`config.mk`:
```
export PLATFORM = sky130hd
export DESIGN_NAME = cigar_soft_clip_editor_flat
export DESIGN_NICKNAME = d
export VERILOG_FILES = /design/src/hdl/cse_pkg.sv /design/src/hdl/cse_in_if.sv /design/src/hdl/cse_out_if.sv /design/src/hdl/cse_dp.sv /design/src/hdl/cse_ctrl.sv /design/src/hdl/cigar_soft_clip_editor.sv /design/src/flat_wrapper.sv
export SDC_FILE = /design/constraint.sdc
export NUM_CORES = 2
export LEC_CHECK = 0
export BUFFER_PORTS_ARGS = -buffer_cell sky130_fd_sc_hd__buf_2
export CAP_MARGIN = 40
export CELL_PAD_IN_SITES_DETAIL_PLACEMENT = 0
export CELL_PAD_IN_SITES_GLOBAL_PLACEMENT = 1
export CORE_MARGIN = 3
export CORE_UTILIZATION = 54
export DETAILED_ROUTE_END_ITERATION = 10
export PLACE_DENSITY = 0.85
export SLEW_MARGIN = 0
export SYNTH_ARGS = -nofsm -noshare
export SYNTH_HDL_FRONTEND = slang
export SYNTH_HIERARCHICAL = 1
export SYNTH_SLANG_ARGS = --single-unit
```
`constraint.sdc`:
```
create_clock -name clk -period 9.4 [get_ports clk]
set_clock_uncertainty 0.15 [all_clocks]
set_input_delay 0.47 -clock clk [delete_from_list [all_inputs] [get_ports clk]]
set_output_delay 0.47 -clock clk [all_outputs]
set_load 0.05 [all_outputs]
```
`src/hdl/cse_pkg.sv`:
```
package cse_pkg;

	localparam int MAX_ELEMENTS_DEF = 32;

	localparam int OP_W  = 4;
	localparam int LEN_W = 28;
	localparam int POS_W = 31;

	// CIGAR op codes, BAM numbering.
	localparam logic [OP_W-1:0] OP_M = 4'd0;
	localparam logic [OP_W-1:0] OP_I = 4'd1;
	localparam logic [OP_W-1:0] OP_D = 4'd2;
	localparam logic [OP_W-1:0] OP_N = 4'd3;
	localparam logic [OP_W-1:0] OP_S = 4'd4;

	localparam logic [LEN_W-1:0] LEN_MAX = '1;
	localparam logic [POS_W-1:0] POS_MAX = '1;

	// Datapath commands issued by the controller.
	localparam int CMD_W = 4;
	localparam logic [CMD_W-1:0] CMD_NONE  = 4'd0;
	localparam logic [CMD_W-1:0] CMD_LOAD  = 4'd1;
	localparam logic [CMD_W-1:0] CMD_INIT  = 4'd2;
	localparam logic [CMD_W-1:0] CMD_FSTEP = 4'd3;
	localparam logic [CMD_W-1:0] CMD_FSOFT = 4'd4;
	localparam logic [CMD_W-1:0] CMD_FEMIT = 4'd5;
	localparam logic [CMD_W-1:0] CMD_BSTEP = 4'd6;
	localparam logic [CMD_W-1:0] CMD_BEMIT = 4'd7;
	localparam logic [CMD_W-1:0] CMD_BSOFT = 4'd8;

	typedef struct packed {
		logic [CMD_W-1:0] op;
		logic             rd_en;
		logic             rd_back;
	} cse_cmd_t;

	typedef struct packed {
		logic kind;
		logic idx_at_m;
		logic idx_at_e;
		logic e_zero;
		logic b_drop;
		logic seen;
		logic at_lastk;
		logic out_free;
	} cse_stat_t;

endpackage

```
`src/hdl/cse_in_if.sv`:
```
interface cse_in_if import cse_pkg::*; ();
	logic             valid;
	logic             ready;
	logic             kind;
	logic [LEN_W-1:0] clip_count;
	logic [POS_W-1:0] left_pos;
	logic [OP_W-1:0]  op;
	logic [LEN_W-1:0] op_length;
	logic             last;

	modport source (output valid, kind, clip_count, left_pos, op, op_length, last,
		input ready);
	modport sink (input valid, kind, clip_count, left_pos, op, op_length, last,
		output ready);
endinterface

```
`src/hdl/cse_out_if.sv`:
```
interface cse_out_if import cse_pkg::*; ();
	logic             valid;
	logic             ready;
	logic [OP_W-1:0]  out_op;
	logic [LEN_W-1:0] out_length;
	logic [POS_W-1:0] new_left;
	logic             out_last;

	modport source (output valid, out_op, out_length, new_left, out_last, input ready);
	modport sink (input valid, out_op, out_length, new_left, out_last, output ready);
endinterface

```
`src/hdl/cse_dp.sv`:
```
module cse_dp import cse_pkg::*; #(
	parameter int MAX_ELEMENTS = MAX_ELEMENTS_DEF
) (
	input  logic             clk,
	input  logic             arst_n,
	input  cse_cmd_t         cmd,
	output cse_stat_t        stat,
	input  logic             in_kind,
	input  logic [LEN_W-1:0] in_clip_count,
	input  logic [POS_W-1:0] in_left_pos,
	input  logic [OP_W-1:0]  in_op,
	input  logic [LEN_W-1:0] in_op_length,
	input  logic             in_last,
	output logic             out_valid,
	input  logic             out_ready,
	output logic [OP_W-1:0]  out_op,
	output logic [LEN_W-1:0] out_length,
	output logic [POS_W-1:0] new_left,
	output logic             out_last
);

	localparam int CW = $clog2(MAX_ELEMENTS + 1);
	localparam int AW = (MAX_ELEMENTS > 1) ? $clog2(MAX_ELEMENTS) : 1;

	logic [OP_W-1:0]  mem_op  [MAX_ELEMENTS];
	logic [LEN_W-1:0] mem_len [MAX_ELEMENTS];

	logic [CW-1:0]    count_q, m_q, idx_q, e_q, f_q, lastk_q;
	logic             kind_q, first_q, seen_q, mod_q;
	logic [LEN_W-1:0] n_q, nf_q, sc_q, modlen_q;
	logic [POS_W-1:0] left_q;
	logic [OP_W-1:0]  rd_op_q;
	logic [LEN_W-1:0] rd_len_q;

	logic             out_valid_q, out_last_q;
	logic [OP_W-1:0]  out_op_q;
	logic [LEN_W-1:0] out_len_q;
	logic [POS_W-1:0] out_left_q;

	logic [CW-1:0]    e_dec;
	logic [AW-1:0]    rd_addr;
	logic             is_m, is_i, is_dn, n_pos, gt;
	logic [LEN_W-1:0] l_minus_n, n_minus_l;

	logic             f_keep;
	logic [LEN_W-1:0] f_klen, f_sc_add, f_n_nx;
	logic [LEN_W-1:0] f_left_add;

	logic             b_drop, b_mod;
	logic [LEN_W-1:0] b_sc_add, b_n_nx;

	logic [LEN_W-1:0] sc_add;
	logic [LEN_W:0]   sc_sum;
	logic [LEN_W-1:0] sc_sat;
	logic [POS_W:0]   left_sum;
	logic [POS_W-1:0] left_sat;
	logic             out_load;

	assign e_dec   = e_q - CW'(1);
	assign rd_addr = cmd.rd_back ? e_dec[AW-1:0] : idx_q[AW-1:0];

	assign is_m      = (rd_op_q == OP_M);
	assign is_i      = (rd_op_q == OP_I);
	assign is_dn     = rd_op_q inside {OP_D, OP_N};
	assign n_pos     = (n_q != '0);
	assign gt        = (rd_len_q > n_q);
	assign l_minus_n = rd_len_q - n_q;
	assign n_minus_l = n_q - rd_len_q;

	// Front walk: decides whether the element survives and what it adds.
	always_comb begin
		f_keep     = 1'b0;
		f_klen     = rd_len_q;
		f_sc_add   = '0;
		f_left_add = '0;
		f_n_nx     = n_q;
		if (first_q && rd_op_q == OP_S) begin
			f_sc_add = rd_len_q;
		end else if (is_m && gt) begin
			f_keep     = 1'b1;
			f_klen     = l_minus_n;
			f_sc_add   = n_q;
			f_left_add = n_q;
			f_n_nx     = '0;
		end else if (is_m) begin
			f_sc_add   = rd_len_q;
			f_left_add = rd_len_q;
			f_n_nx     = n_minus_l;
		end else if (is_dn && n_pos) begin
			f_left_add = rd_len_q;
		end else if (is_i && n_pos) begin
			f_sc_add = rd_len_q;
		end else begin
			f_keep = 1'b1;
			// Kept gaps and insertions ahead of the first real element are stripped.
			if (!seen_q && is_i) begin
				f_sc_add = rd_len_q;
			end
			if (!seen_q && is_dn) begin
				f_left_add = rd_len_q;
			end
		end
	end

	// Back walk: one element from the end per step.
	always_comb begin
		b_drop   = 1'b0;
		b_mod    = 1'b0;
		b_sc_add = '0;
		b_n_nx   = n_q;
		if (first_q && rd_op_q == OP_S) begin
			b_drop   = 1'b1;
			b_sc_add = rd_len_q;
		end else if (n_pos) begin
			if (is_m && gt) begin
				b_mod    = 1'b1;
				b_sc_add = n_q;
				b_n_nx   = '0;
			end else if (is_m) begin
				b_drop   = 1'b1;
				b_sc_add = rd_len_q;
				b_n_nx   = n_minus_l;
			end else begin
				b_drop   = 1'b1;
				b_sc_add = is_i ? rd_len_q : '0;
			end
		end else if (is_i || is_dn) begin
			b_drop   = 1'b1;
			b_sc_add = is_i ? rd_len_q : '0;
		end
	end

	assign sc_add   = kind_q ? b_sc_add : f_sc_add;
	assign sc_sum   = {1'b0, sc_q} + {1'b0, sc_add};
	assign sc_sat   = sc_sum[LEN_W] ? LEN_MAX : sc_sum[LEN_W-1:0];
	assign left_sum = {1'b0, left_q} + (POS_W + 1)'(f_left_add);
	assign left_sat = left_sum[POS_W] ? POS_MAX : left_sum[POS_W-1:0];

	// Element store: written while loading, read at one address a cycle.
	always_ff @(posedge clk) begin
		if (cmd.op == CMD_LOAD && count_q < CW'(MAX_ELEMENTS)) begin
			mem_op[count_q[AW-1:0]]  <= in_op;
			mem_len[count_q[AW-1:0]] <= in_op_length;
		end
		if (cmd.rd_en) begin
			rd_op_q  <= mem_op[rd_addr];
			rd_len_q <= mem_len[rd_addr];
		end
	end

	always_ff @(posedge clk or negedge arst_n) begin
		if (!arst_n) begin
			count_q <= '0;
			m_q     <= '0;
			idx_q   <= '0;
			e_q     <= '0;
			f_q     <= '0;
			lastk_q <= '0;
			kind_q  <= 1'b0;
			first_q <= 1'b0;
			seen_q  <= 1'b0;
			mod_q   <= 1'b0;
		end else begin
			case (cmd.op)
				CMD_LOAD: begin
					if (count_q < CW'(MAX_ELEMENTS)) begin
						count_q <= count_q + CW'(1);
					end
					if (in_last) begin
						kind_q <= in_kind;
					end
				end
				CMD_INIT: begin
					m_q     <= count_q;
					e_q     <= count_q;
					count_q <= '0;
					idx_q   <= '0;
					first_q <= 1'b1;
					seen_q  <= 1'b0;
					mod_q   <= 1'b0;
				end
				CMD_FSTEP: begin
					first_q <= 1'b0;
					idx_q   <= idx_q + CW'(1);
					if (f_keep) begin
						lastk_q <= idx_q;
						if (!seen_q && !(is_i || is_dn)) begin
							seen_q <= 1'b1;
							f_q    <= idx_q;
						end
					end
				end
				CMD_FSOFT: begin
					idx_q <= f_q;
				end
				CMD_FEMIT, CMD_BEMIT: begin
					idx_q <= idx_q + CW'(1);
				end
				CMD_BSTEP: begin
					first_q <= 1'b0;
					if (b_drop) begin
						e_q <= e_dec;
					end
					if (b_mod) begin
						mod_q <= 1'b1;
					end
				end
				default: begin
				end
			endcase
		end
	end

	// Walk payload registers.
	always_ff @(posedge clk) begin
		case (cmd.op)
			CMD_LOAD: begin
				if (in_last) begin
					n_q    <= in_clip_count;
					left_q <= in_left_pos;
				end
			end
			CMD_INIT: begin
				sc_q <= '0;
			end
			CMD_FSTEP: begin
				sc_q   <= sc_sat;
				left_q <= left_sat;
				n_q    <= f_n_nx;
				if (f_keep && !seen_q && !(is_i || is_dn)) begin
					nf_q <= n_q;
				end
			end
			CMD_FSOFT: begin
				n_q <= nf_q;
			end
			CMD_FEMIT: begin
				n_q <= f_n_nx;
			end
			CMD_BSTEP: begin
				sc_q <= sc_sat;
				n_q  <= b_n_nx;
				if (b_mod) begin
					modlen_q <= l_minus_n;
				end
			end
			default: begin
			end
		endcase
	end

	// Output register.
	assign out_load = (cmd.op == CMD_FSOFT) || (cmd.op == CMD_BSOFT) ||
		(cmd.op == CMD_BEMIT) || (cmd.op == CMD_FEMIT && f_keep);

	always_ff @(posedge clk or negedge arst_n) begin
		if (!arst_n) begin
			out_valid_q <= 1'b0;
		end else if (out_load) begin
			out_valid_q <= 1'b1;
		end else if (out_ready) begin
			out_valid_q <= 1'b0;
		end
	end

	always_ff @(posedge clk) begin
		if (out_load) begin
			out_left_q <= left_q;
			case (cmd.op)
				CMD_FSOFT: begin
					out_op_q   <= OP_S;
					out_len_q  <= sc_q;
					out_last_q <= !seen_q;
				end
				CMD_BSOFT: begin
					out_op_q   <= OP_S;
					out_len_q  <= sc_q;
					out_last_q <= 1'b1;
				end
				CMD_FEMIT: begin
					out_op_q   <= rd_op_q;
					out_len_q  <= f_klen;
					out_last_q <= (idx_q == lastk_q);
				end
				default: begin
					out_op_q   <= rd_op_q;
					out_len_q  <= (mod_q && idx_q == e_dec) ? modlen_q : rd_len_q;
					out_last_q <= 1'b0;
				end
			endcase
		end
	end

	assign out_valid  = out_valid_q;
	assign out_op     = out_op_q;
	assign out_length = out_len_q;
	assign new_left   = out_left_q;
	assign out_last   = out_last_q;

	assign stat.kind     = kind_q;
	assign stat.idx_at_m = (idx_q == m_q);
	assign stat.idx_at_e = (idx_q == e_q);
	assign stat.e_zero   = (e_q == '0);
	assign stat.b_drop   = b_drop;
	assign stat.seen     = seen_q;
	assign stat.at_lastk = (idx_q == lastk_q);
	assign stat.out_free = !out_valid_q || out_ready;

endmodule

```
`src/hdl/cse_ctrl.sv`:
```
module cse_ctrl import cse_pkg::*; (
	input  logic      clk,
	input  logic      arst_n,
	input  logic      in_valid,
	input  logic      in_last,
	output logic      in_ready,
	input  cse_stat_t stat,
	output cse_cmd_t  cmd
);

	localparam logic [3:0] S_LOAD  = 4'd0;
	localparam logic [3:0] S_INIT  = 4'd1;
	localparam logic [3:0] S_F_RD  = 4'd2;
	localparam logic [3:0] S_F_EX  = 4'd3;
	localparam logic [3:0] S_F_SC  = 4'd4;
	localparam logic [3:0] S_F_ERD = 4'd5;
	localparam logic [3:0] S_F_EEX = 4'd6;
	localparam logic [3:0] S_B_RD  = 4'd7;
	localparam logic [3:0] S_B_EX  = 4'd8;
	localparam logic [3:0] S_B_ERD = 4'd9;
	localparam logic [3:0] S_B_EEX = 4'd10;
	localparam logic [3:0] S_B_SC  = 4'd11;

	logic [3:0] state_q, state_nx;

	always_comb begin
		state_nx    = state_q;
		in_ready    = 1'b0;
		cmd.op      = CMD_NONE;
		cmd.rd_en   = 1'b0;
		cmd.rd_back = 1'b0;
		case (state_q)
			S_LOAD: begin
				in_ready = 1'b1;
				if (in_valid) begin
					cmd.op = CMD_LOAD;
					if (in_last) begin
						state_nx = S_INIT;
					end
				end
			end
			S_INIT: begin
				cmd.op   = CMD_INIT;
				state_nx = stat.kind ? S_B_RD : S_F_RD;
			end
			S_F_RD: begin
				if (stat.idx_at_m) begin
					state_nx = S_F_SC;
				end else begin
					cmd.rd_en = 1'b1;
					state_nx  = S_F_EX;
				end
			end
			S_F_EX: begin
				cmd.op   = CMD_FSTEP;
				state_nx = S_F_RD;
			end
			S_F_SC: begin
				if (stat.out_free) begin
					cmd.op   = CMD_FSOFT;
					state_nx = stat.seen ? S_F_ERD : S_LOAD;
				end
			end
			S_F_ERD: begin
				cmd.rd_en = 1'b1;
				state_nx  = S_F_EEX;
			end
			S_F_EEX: begin
				if (stat.out_free) begin
					cmd.op   = CMD_FEMIT;
					state_nx = stat.at_lastk ? S_LOAD : S_F_ERD;
				end
			end
			S_B_RD: begin
				if (stat.e_zero) begin
					state_nx = S_B_ERD;
				end else begin
					cmd.rd_en   = 1'b1;
					cmd.rd_back = 1'b1;
					state_nx    = S_B_EX;
				end
			end
			S_B_EX: begin
				cmd.op   = CMD_BSTEP;
				state_nx = stat.b_drop ? S_B_RD : S_B_ERD;
			end
			S_B_ERD: begin
				if (stat.idx_at_e) begin
					state_nx = S_B_SC;
				end else begin
					cmd.rd_en = 1'b1;
					state_nx  = S_B_EEX;
				end
			end
			S_B_EEX: begin
				if (stat.out_free) begin
					cmd.op   = CMD_BEMIT;
					state_nx = S_B_ERD;
				end
			end
			S_B_SC: begin
				if (stat.out_free) begin
					cmd.op   = CMD_BSOFT;
					state_nx = S_LOAD;
				end
			end
			default: begin
				state_nx = S_LOAD;
			end
		endcase
	end

	always_ff @(posedge clk or negedge arst_n) begin
		if (!arst_n) begin
			state_q <= S_LOAD;
		end else begin
			state_q <= state_nx;
		end
	end

endmodule

```
`src/hdl/cigar_soft_clip_editor.sv`:
```
// CIGAR soft-clip editor.
// The elem channel takes one CIGAR element (op, op_length) per transfer, one
// transfer per cycle while loading. kind, clip_count and left_pos are taken from
// the transfer marked last, which also starts the clip. Elements beyond
// MAX_ELEMENTS are ignored.
// The result channel then gives the new CIGAR, one element per transfer, with
// the soft clip first for a front clip and last for a back clip; new_left is the
// same on every transfer of one read and out_last marks the final one.
// Sequence for one read: a front clip passes a set-up step, then reads and
// walks each stored element in turn and makes an end check before the soft clip
// enters the output register; then it reads and emits each element from the first
// surviving one to the last. A back clip passes a set-up step, then reads and
// walks elements from the end until one survives, with one more check if it reaches
// the start, then reads and emits each remaining element, makes an end check and
// gives the soft clip. The element store has a single read port; each element
// is read in one state and used in the next.
// A result waits in an output register; while the receiver stalls, emission
// holds and loading of the next read may already start once the last result of
// the previous read sits in that register.
// Reset empties the element store's fill count and drops any pending result.
module cigar_soft_clip_editor import cse_pkg::*; #(
	parameter int MAX_ELEMENTS = MAX_ELEMENTS_DEF
) (
	input logic      clk,
	input logic      arst_n,
	cse_in_if.sink   elem,
	cse_out_if.source result
);

	cse_cmd_t  cmd;
	cse_stat_t stat;
	logic      in_ready;

	assign elem.ready = in_ready;

	// Sequencer: decides load, walk and emission steps.
	cse_ctrl u_ctrl (
		.clk      (clk),
		.arst_n   (arst_n),
		.in_valid (elem.valid),
		.in_last  (elem.last),
		.in_ready (in_ready),
		.stat     (stat),
		.cmd      (cmd)
	);

	// Element store, clip arithmetic and output register.
	cse_dp #(
		.MAX_ELEMENTS (MAX_ELEMENTS)
	) u_dp (
		.clk           (clk),
		.arst_n        (arst_n),
		.cmd           (cmd),
		.stat          (stat),
		.in_kind       (elem.kind),
		.in_clip_count (elem.clip_count),
		.in_left_pos   (elem.left_pos),
		.in_op         (elem.op),
		.in_op_length  (elem.op_length),
		.in_last       (elem.last),
		.out_valid     (result.valid),
		.out_ready     (result.ready),
		.out_op        (result.out_op),
		.out_length    (result.out_length),
		.new_left      (result.new_left),
		.out_last      (result.out_last)
	);

endmodule
```
`src/flat_wrapper.sv`:
```
// flat-port wrapper written by rule: the top's interface ports become plain ports
module cigar_soft_clip_editor_flat import cse_pkg::*;
#(
	parameter int MAX_ELEMENTS = MAX_ELEMENTS_DEF
)
  (clk, arst_n, elem_valid, elem_kind, elem_clip_count, elem_left_pos, elem_op, elem_op_length, elem_last, elem_ready, result_valid, result_out_op, result_out_length, result_new_left, result_out_last, result_ready);
  cse_in_if elem_i ();
  cse_out_if result_i ();
  input logic clk;
  input logic arst_n;
  input wire logic [$bits(elem_i.valid)-1:0] elem_valid;
  input wire logic [$bits(elem_i.kind)-1:0] elem_kind;
  input wire logic [$bits(elem_i.clip_count)-1:0] elem_clip_count;
  input wire logic [$bits(elem_i.left_pos)-1:0] elem_left_pos;
  input wire logic [$bits(elem_i.op)-1:0] elem_op;
  input wire logic [$bits(elem_i.op_length)-1:0] elem_op_length;
  input wire logic [$bits(elem_i.last)-1:0] elem_last;
  output wire logic [$bits(elem_i.ready)-1:0] elem_ready;
  output wire logic [$bits(result_i.valid)-1:0] result_valid;
  output wire logic [$bits(result_i.out_op)-1:0] result_out_op;
  output wire logic [$bits(result_i.out_length)-1:0] result_out_length;
  output wire logic [$bits(result_i.new_left)-1:0] result_new_left;
  output wire logic [$bits(result_i.out_last)-1:0] result_out_last;
  input wire logic [$bits(result_i.ready)-1:0] result_ready;
  assign elem_i.valid = elem_valid;
  assign elem_i.kind = elem_kind;
  assign elem_i.clip_count = elem_clip_count;
  assign elem_i.left_pos = elem_left_pos;
  assign elem_i.op = elem_op;
  assign elem_i.op_length = elem_op_length;
  assign elem_i.last = elem_last;
  assign elem_ready = elem_i.ready;
  assign result_valid = result_i.valid;
  assign result_out_op = result_i.out_op;
  assign result_out_length = result_i.out_length;
  assign result_new_left = result_i.new_left;
  assign result_out_last = result_i.out_last;
  assign result_i.ready = result_ready;
  cigar_soft_clip_editor #(.MAX_ELEMENTS(MAX_ELEMENTS)) u_core (.clk(clk), .arst_n(arst_n), .elem(elem_i), .result(result_i));
endmodule
```
After elaboration in Yosys (flattened, before gate mapping)
Memories as Yosys holds them, arrays and structs flattened. A register that Yosys moved wholly into a read port is not among the register bits.
Cells that the tools add are included.
{"block": "word_totals", "regBits": 252, "ramBits": 1024, "memories": 2, "in_bits": 97, "elab_cells": 213, "output_inout_bits": 66}
{"block": "op_classes", "reduce_logical": 49, "n_eq_ne": 42, "muxes": 90, "order_cmp": 2, "add_sub_neg": 7}
{"name": "u_core.u_dp.mem_len", "depth": 32, "word_bits": 28, "rd": 1, "rd_clocked_by_memory_dff": 1, "write_ports": 1, "line_no": "cse_dp.sv:26", "source": "logic [LEN_W-1:0] mem_len [MAX_ELEMENTS];"}
{"name": "u_core.u_dp.mem_op", "depth": 32, "word_bits": 4, "rd": 1, "rd_clocked_by_memory_dff": 1, "write_ports": 1, "line_no": "cse_dp.sv:25", "source": "logic [OP_W-1:0] mem_op [MAX_ELEMENTS];"}
{"op": "2-to-1 mux 28 bit", "n": 29}
{"op": "one-hot mux 28 bit (2 select lines)", "n": 2}
{"op": "one-hot mux 28 bit (4 select lines)", "n": 1}
{"op": "2-to-1 mux 31 bit", "n": 2}
{"op": "one-hot mux 31 bit (2 select lines)", "n": 1}
{"op": "subtractor 28 bit", "n": 2}
{"op": "one-hot mux 4 bit (12 select lines)", "n": 1}
{"op": "== test 4 x 3 -> 1 bit, second input constant", "n": 9}
{"op": "adder 31 x 28 -> 32 bit", "n": 1}
{"op": "2-to-1 mux 4 bit", "n": 8}
{"op": "one-hot mux 4 bit (8 select lines)", "n": 1}
{"op": "adder 28 x 28 -> 29 bit", "n": 1}
{"op": "> comparator 28 bit", "n": 1}
{"op": "nonzero test 28 bit", "n": 1}
{"op": "2-to-1 mux 1 bit", "n": 26}
{"op": "== test 4 x 2 -> 1 bit, second input constant", "n": 6}
{"op": "== test 6 bit", "n": 4}
{"op": "one-hot mux 6 bit (2 select lines)", "n": 2}
{"op": "2-to-1 mux 3 bit", "n": 7}
{"op": "== test 4 bit, second input constant", "n": 5}
{"op": "!= test 2 bit, second input constant", "n": 10}
{"op": "one-hot mux 6 bit (3 select lines)", "n": 1}
{"op": "AND reduction 2 bit", "n": 8}
{"op": "nonzero test 2 bit", "n": 7}
{"op": "other kinds (23)", "n": 54}

Depth between registers and ports, before layout
{"block": "depth", "word_depth": 12, "ltp_mapped": 30}

Modules after synthesis
The synthesis kept the hierarchy.
{"mod": "cse_dp", "cells_per_inst": 3464, "instances": 1, "area_each_um2": 57241.1}
{"mod": "cse_ctrl", "cells_per_inst": 79, "instances": 1, "area_each_um2": 591.8}

Worst setup path after synthesis
No wires, ideal clock.
{"block": "synth_timing", "kind": "reg-to-reg", "start": "reg u_core.u_ctrl.state_q[1]", "end": "reg u_core.u_dp.n_q[0], enable pin", "synth_period_minus_slack_ns": 7.549, "setup_slack_ns": 1.851, "required_time_ns": 8.684, "stages_incl_launch_ff": 11, "path_buffers": 4, "t_arrival_ns": 6.833, "cell_sequence": "dfrtp_1 buf_2 buf_4 nor4_4 a22o_1 clkbuf_1 clkbuf_1 o21ai_0 inv_1 o21ai_0 a2111oi_0"}
{"item": "from (decl)", "line_no": "cse_ctrl.sv:24", "source": "logic [3:0] state_q, state_nx;"}
{"item": "from (signal assigned)", "line_no": "cse_ctrl.sv:117", "source": "state_q <= state_nx;"}
{"item": "to (signal assigned)", "line_no": "cse_dp.sv:219", "source": "n_q <= in_clip_count;"}
{"item": "to (signal assigned)", "line_no": "cse_dp.sv:229", "source": "n_q <= f_n_nx;"}
{"item": "to (signal assigned)", "line_no": "cse_dp.sv:235", "source": "n_q <= nf_q;"}
{"item": "to (decl)", "line_no": "cse_dp.sv:30", "source": "logic [LEN_W-1:0] n_q, nf_q, sc_q, modlen_q;"}

Final worst setup path
{"block": "layout_timing", "start": "reg u_core.u_dp.rd_len_q[0] (read register of u_core.u_dp.mem_len)", "end": "reg u_core.u_dp.left_q[4] (data pin)"}
{"block": "layout_between", "elab_chain_len": 9, "elab_cells_between_ends": 11}
{"item": "from (decl)", "line_no": "cse_dp.sv:33", "source": "logic [LEN_W-1:0] rd_len_q;"}
{"item": "branches (longest 4 deep; another with > comparator 28 bit)"}
{"item": "2-to-1 mux 28 bit *", "line_no": "cse_dp.sv:79", "source": "end else if (is_m && gt) begin"}
{"item": "2-to-1 mux 28 bit *", "line_no": "cse_dp.sv:77", "source": "if (first_q && rd_op_q == OP_S) begin"}
{"item": "adder 31 x 28 -> 32 bit *", "line_no": "cse_dp.sv:136", "source": "assign left_sum = {1'b0, left_q} + (POS_W + 1)'(f_left_add);"}
{"item": "2-to-1 mux 31 bit *", "line_no": "cse_dp.sv:137", "source": "assign left_sat = left_sum[POS_W] ? POS_MAX : left_sum[POS_W-1:0];"}
{"item": "one-hot mux 31 bit (2 select lines) *", "line_no": "cse_dp.sv:216", "source": "case (cmd.op)"}
{"item": "to (signal assigned)", "line_no": "cse_dp.sv:220", "source": "left_q <= in_left_pos;"}
{"item": "to (signal assigned)", "line_no": "cse_dp.sv:228", "source": "left_q <= left_sat;"}
{"item": "to (decl)", "line_no": "cse_dp.sv:31", "source": "logic [POS_W-1:0] left_q;"}
Every way passes the cells marked *.
A chain may end at the register's enable or synchronous reset.

==> results.txt <==
----------------------------------------------------
[Yosys]
  Total nets after synthesis ... 3762
  Combinational family with the most area after synthesis ... multiplexers
  Compound-Gate Fraction of Synth Area ... 7.903%
  Top cells by area in the synthesized netlist ... sky130_fd_sc_hd__edfxtp_1 66%, sky130_fd_sc_hd__mux4_2 10%, sky130_fd_sc_hd__ha_1 2.6%
  Multiplexer share of the synthesized area ... 13.46%
  Cells after Synth ... 3543
  Flops & latches, synth ... 1308
  Synthesized area per cell ... 16.32 sq um
  Xor and xnor area share after synthesis ... 1.954%
  Post-synthesis share of cell area spent on full adders, half adders and majority gates ... 2.691%
  Most area-hungry cell type in the Yosys netlist ... sky130_fd_sc_hd__edfxtp_1
  Cell area after technology mapping ... 57830 sq um
  Proportion of synthesized chip area in sequential cells ... 67.53%
  Number of enable flip-flop cells after synthesis ... 1263
  Synth top area share ... 65.58%
  Number of warning messages in the yosys log ... 6
  Simple-gate share of the synthesized area ... 4.487%
  Flip-flop cell with the highest count after synthesis ... sky130_fd_sc_hd__edfxtp_1
  Post-synthesis cell type count ... 79
  Async SR Flop Fraction ... 3.440%

[Global route]
  Via count of the first global-routing pass ... 33650
  All-Layer GR Usage ... 26.43%
  First-pass GRT wire length ... 217800 um
  Initial antenna violation count ... 17
  Gr ovfl total ... 0
  Largest net degree at the start of global routing ... 129

[Pwr]
  Clock network fraction of total power ... 23.3%
  Leakage power summed over all cells ... 22.82 nW
  Cell-internal power ... 0.01387 W
  Register share of total power ... 36.3%
  Maximum ir drop on the vdd rail ... 0.2191 mV
  Switching share of power ... 37.63%
  Switching power total ... 0.008372 W
  Total power divided by cell area ... 338.7 nW/um^2
  Combinational share of power ... 40.4%

[Floorplanning]
  Full die area ... 111100 sq um
  Chip Width ... 333.3 um
  Core box area ... 105700 sq um
  Initial Utilization ... 54.71%
  Placement Rows ... 119
  Count of pins on the block boundary ... 163
  Floorplan die height ... 333.3 um

[Drt]
  DRC errors left ... 0
  WL final ... 146500 um
  First DRT Iteration DRCs ... 3085
  Antenna-violating nets left ... 0
  Wire length per cell ... 27.69 um
  Total via count in the routed design ... 33310
  Routed vias/inst ... 6.295
  TritonRoute pass-1 iters ... 5

[Worst setup path]
  Max Fanout on Critical Path ... 28
  Worst endpoint data arrival time ... 7.74 ns
  Worst Path Required ... 9.68 ns
  Type of element capturing the critical path ... register
  Length in cells of the worst reg-to-reg path ... 25
  R2R Setup Slk ... 1.94 ns
  Beginning of the worst register-to-register path ... u_core/u_dp/rd_len_q[0]
  Launching element type of the critical path ... register
  Crit Path Category ... register to register
  RR Endpoint ... u_core/u_dp/left_q[4]

[Clocking]
  Depth of the CTS H-tree ... 4
  Clock tree from TritonCTS ... done
  Sinks on the clock net ... 1308
  Count of buffers added by post-CTS timing repair for setup ... 0
  Clock slew seen by the registers of the worst setup and hold paths ... 0.06 ns
  Worst-Skew Late Latency ... 0.75 ns
  CTS root buf ... sky130_fd_sc_hd__clkbuf_16
  Clock Path Buffers ... 3
  Number of buffers inserted during clock tree synthesis ... 133

[Final layout]
  Post-route non-filler standard cell count ... 5291
  Fin nets ... 4010
  Number of fillers in the final layout ... 7474
  Most common cell after layout, fill and taps aside ... sky130_fd_sc_hd__edfxtp_1
  Area taken by flip-flops and latches ... 39050 sq um
  Layout Area Growth over Synthesis ... 13.56%
  Ratio of cells with drive above 1 in the final layout ... 21.78%
  Commonest non-fill, non-tap cells in the layout ... 1263 x sky130_fd_sc_hd__edfxtp_1, 256 x sky130_fd_sc_hd__mux4_2, 178 x sky130_fd_sc_hd__nand2_1
  Area occupied by multi-input gates ... 18020 sq um

[Placement]
  Cells after DPL ... 4985
  Weighted congestion at the end of routability-driven global placement ... 0.9059
  Detailed placement HPWL ... 86030 um
  Port Buffer Count ... 162

[Hold path]
  Hold Path Stages ... 3
  Hold EP ... u_core/u_dp/left_q[4]
  Hold crit path type ... primary input to register
  Launch point of the worst hold path ... elem_left_pos[4]

[Timing]
  Setup-violating endpoint count in the final report ... 0
  Slew HR ... 36.31%
  Final worst-path cycle share ... 79.41%
  Pin slew with the least headroom to its limit ... 0.9454 ns
  Setup total negative slack ... 0 ns
  RSZ-0062 raised after global routing ... no
  Maximum clock rate ... 0.1340 GHz
  Final hold violation count ... 0
  Final-report max-slew violation count ... 0
  Min Tclk post-route ... 7.465 ns

[Outcome]
  Result of the run ... finished, final reports clean

[Run]
  Max capacitance violation total ... 0

----------------------------------------------------
==> through the flow <==
stage	hold WS [ns]	utilization, %	total power, W	area (sq um)	setup slack, ns
5_1_grt	0.05079	62.11	0.02338	65660	1.252
3_3_place_gp	0.3062	57.27	0.01689	60540	2.009
3_5_place_dp	0.2960	57.47	0.01705	60750	1.938
2_1_floorplan	0.02441	-	0.01445	57830	1.851
4_1_cts	0.009829	62.11	0.02232	65660	1.907
6_report	0.04024	62.12	0.02225	65670	1.935
==> cell families after synthesis <==
family	count (synthesis)
multiplexers	448
XOR/XNOR	129
buffers and inverters	287
AND/OR/NAND/NOR	552
flip-flops	1308
AO/OA/AOI/OAI	697
adder cells (fa/ha/maj)	122
==> power by group through the flow <==
stage	combinational, W	sequential, W	clock, W
CTS	0.00898	0.00807	0.00527
global route	0.00975	0.00814	0.00548
floorplan	0.00599	0.00846	0
finish	0.00899	0.00808	0.00518
global placement	0.00873	0.00816	0
detailed placement	0.00886	0.00819	0
==> worst max-delay path, stage by stage (launching register included) <==
cell and delay (ns):
sky130_fd_sc_hd__edfxtp_1 0.47, sky130_fd_sc_hd__inv_1 0.09, sky130_fd_sc_hd__ha_1 0.15, sky130_fd_sc_hd__inv_1 0.06, sky130_fd_sc_hd__fa_1 0.39, sky130_fd_sc_hd__a21o_1 0.18
sky130_fd_sc_hd__a21oi_2 0.22, sky130_fd_sc_hd__nor2_1 0.08, sky130_fd_sc_hd__or3_1 0.41, sky130_fd_sc_hd__a221o_1 0.42, sky130_fd_sc_hd__a211oi_2 0.42, sky130_fd_sc_hd__nor2_4 0.09
sky130_fd_sc_hd__nor4_4 0.21, sky130_fd_sc_hd__buf_4 0.39, sky130_fd_sc_hd__a22o_1 0.22, sky130_fd_sc_hd__ha_1 0.28, sky130_fd_sc_hd__a2111oi_0 0.45, sky130_fd_sc_hd__o21ai_0 0.28
sky130_fd_sc_hd__a211o_1 0.36, sky130_fd_sc_hd__nand4_1 0.14, sky130_fd_sc_hd__o211ai_1 0.18, sky130_fd_sc_hd__o311ai_0 0.45, sky130_fd_sc_hd__a21oi_1 0.24, sky130_fd_sc_hd__nand2_1 0.36
sky130_fd_sc_hd__buf_4 0.30, sky130_fd_sc_hd__a31oi_1 0.14
==> worst max path at each step <==
stage                                   from                endpoint  slack, ns  cells after the start
finish               u_core/u_dp/rd_len_q[0]   u_core/u_dp/left_q[4]       1.94                     25
CTS                  u_core/u_dp/rd_len_q[0]   u_core/u_dp/left_q[4]       1.91                     25
global placement     u_core/u_dp/rd_len_q[0]   u_core/u_dp/left_q[3]       2.01                     25
floorplan           u_core/u_ctrl/state_q[1]      u_core/u_dp/n_q[0]       1.85                     10
global route         u_core/u_dp/rd_len_q[0]   u_core/u_dp/left_q[4]       1.25                     25
detailed placement   u_core/u_dp/rd_len_q[0]  u_core/u_dp/left_q[12]       1.94                     25
==> registers in the layout, indices dropped and copies added (netlist names), 4 cells and up <==
register,flops
u_core/u_dp/out_length,28
u_core/u_dp/lastk_q,6
u_core/u_dp/new_left,31
u_core/u_dp/sc_q,28
u_core/u_dp/idx_q,6
u_core/u_dp/mem_op,128
u_core/u_dp/nf_q,28
u_core/u_dp/e_q,6
u_core/u_dp/rd_op_q,4
u_core/u_dp/left_q,31
u_core/u_dp/n_q,28
u_core/u_dp/modlen_q,28
u_core/u_dp/mem_len,896
u_core/u_ctrl/state_q,4
u_core/u_dp/out_op,4
u_core/u_dp/count_q,6
u_core/u_dp/rd_len_q,28
u_core/u_dp/m_q,6
u_core/u_dp/f_q,6
==> cell usage after synthesis (25+ instances only) <==
library cell,instances
sky130_fd_sc_hd__a21o_1,71
sky130_fd_sc_hd__a21oi_1,179
sky130_fd_sc_hd__a22o_1,45
sky130_fd_sc_hd__a22oi_1,29
sky130_fd_sc_hd__a31oi_1,34
sky130_fd_sc_hd__buf_1,28
sky130_fd_sc_hd__buf_2,25
sky130_fd_sc_hd__clkbuf_1,139
sky130_fd_sc_hd__dfrtp_1,45
sky130_fd_sc_hd__edfxtp_1,1263
sky130_fd_sc_hd__ha_1,118
sky130_fd_sc_hd__inv_1,85
sky130_fd_sc_hd__mux2_2,78
sky130_fd_sc_hd__mux2i_1,114
sky130_fd_sc_hd__mux4_2,256
sky130_fd_sc_hd__nand2_1,178
sky130_fd_sc_hd__nand2b_1,27
sky130_fd_sc_hd__nand3_1,31
sky130_fd_sc_hd__nor2_1,166
sky130_fd_sc_hd__nor2b_1,26
sky130_fd_sc_hd__nor3_1,26
sky130_fd_sc_hd__o211ai_1,45
sky130_fd_sc_hd__o21ai_0,142
sky130_fd_sc_hd__xnor2_1,71
sky130_fd_sc_hd__xor2_1,58
==> layer usage <==
layer | vias to the layer above | track usage (%) | wire (um)
met5 | - | 0 | 59
li1 | 14590 | - | -
met3 | 341 | 4.573 | 11720
met2 | 1533 | 43.44 | 71190
met4 | 10 | 10.70 | 5835
met1 | 16840 | 35.45 | 57690
==> cell type report <==
class	count	share of cell area (%)
Inverter	86	0.4915
Multi-Input combinational cell	1948	27.44
Sequential cell	1308	59.46
Clock buffer	164	5.342
Antenna cell	6	0.02286
Clock inverter	74	1.187
Tap cell	1391	2.650
Timing Repair Buffer	314	3.406
==> timing repair <==
action / 4_1_cts / 5_1_grt
hold buffers: 62 / 0
hold endpoints to repair: 105 / 0
endpoints found under the setup margin: 0 / 0
resized for setup: 0 / 0
No activity file was read; power rests on OpenSTA's default activity.
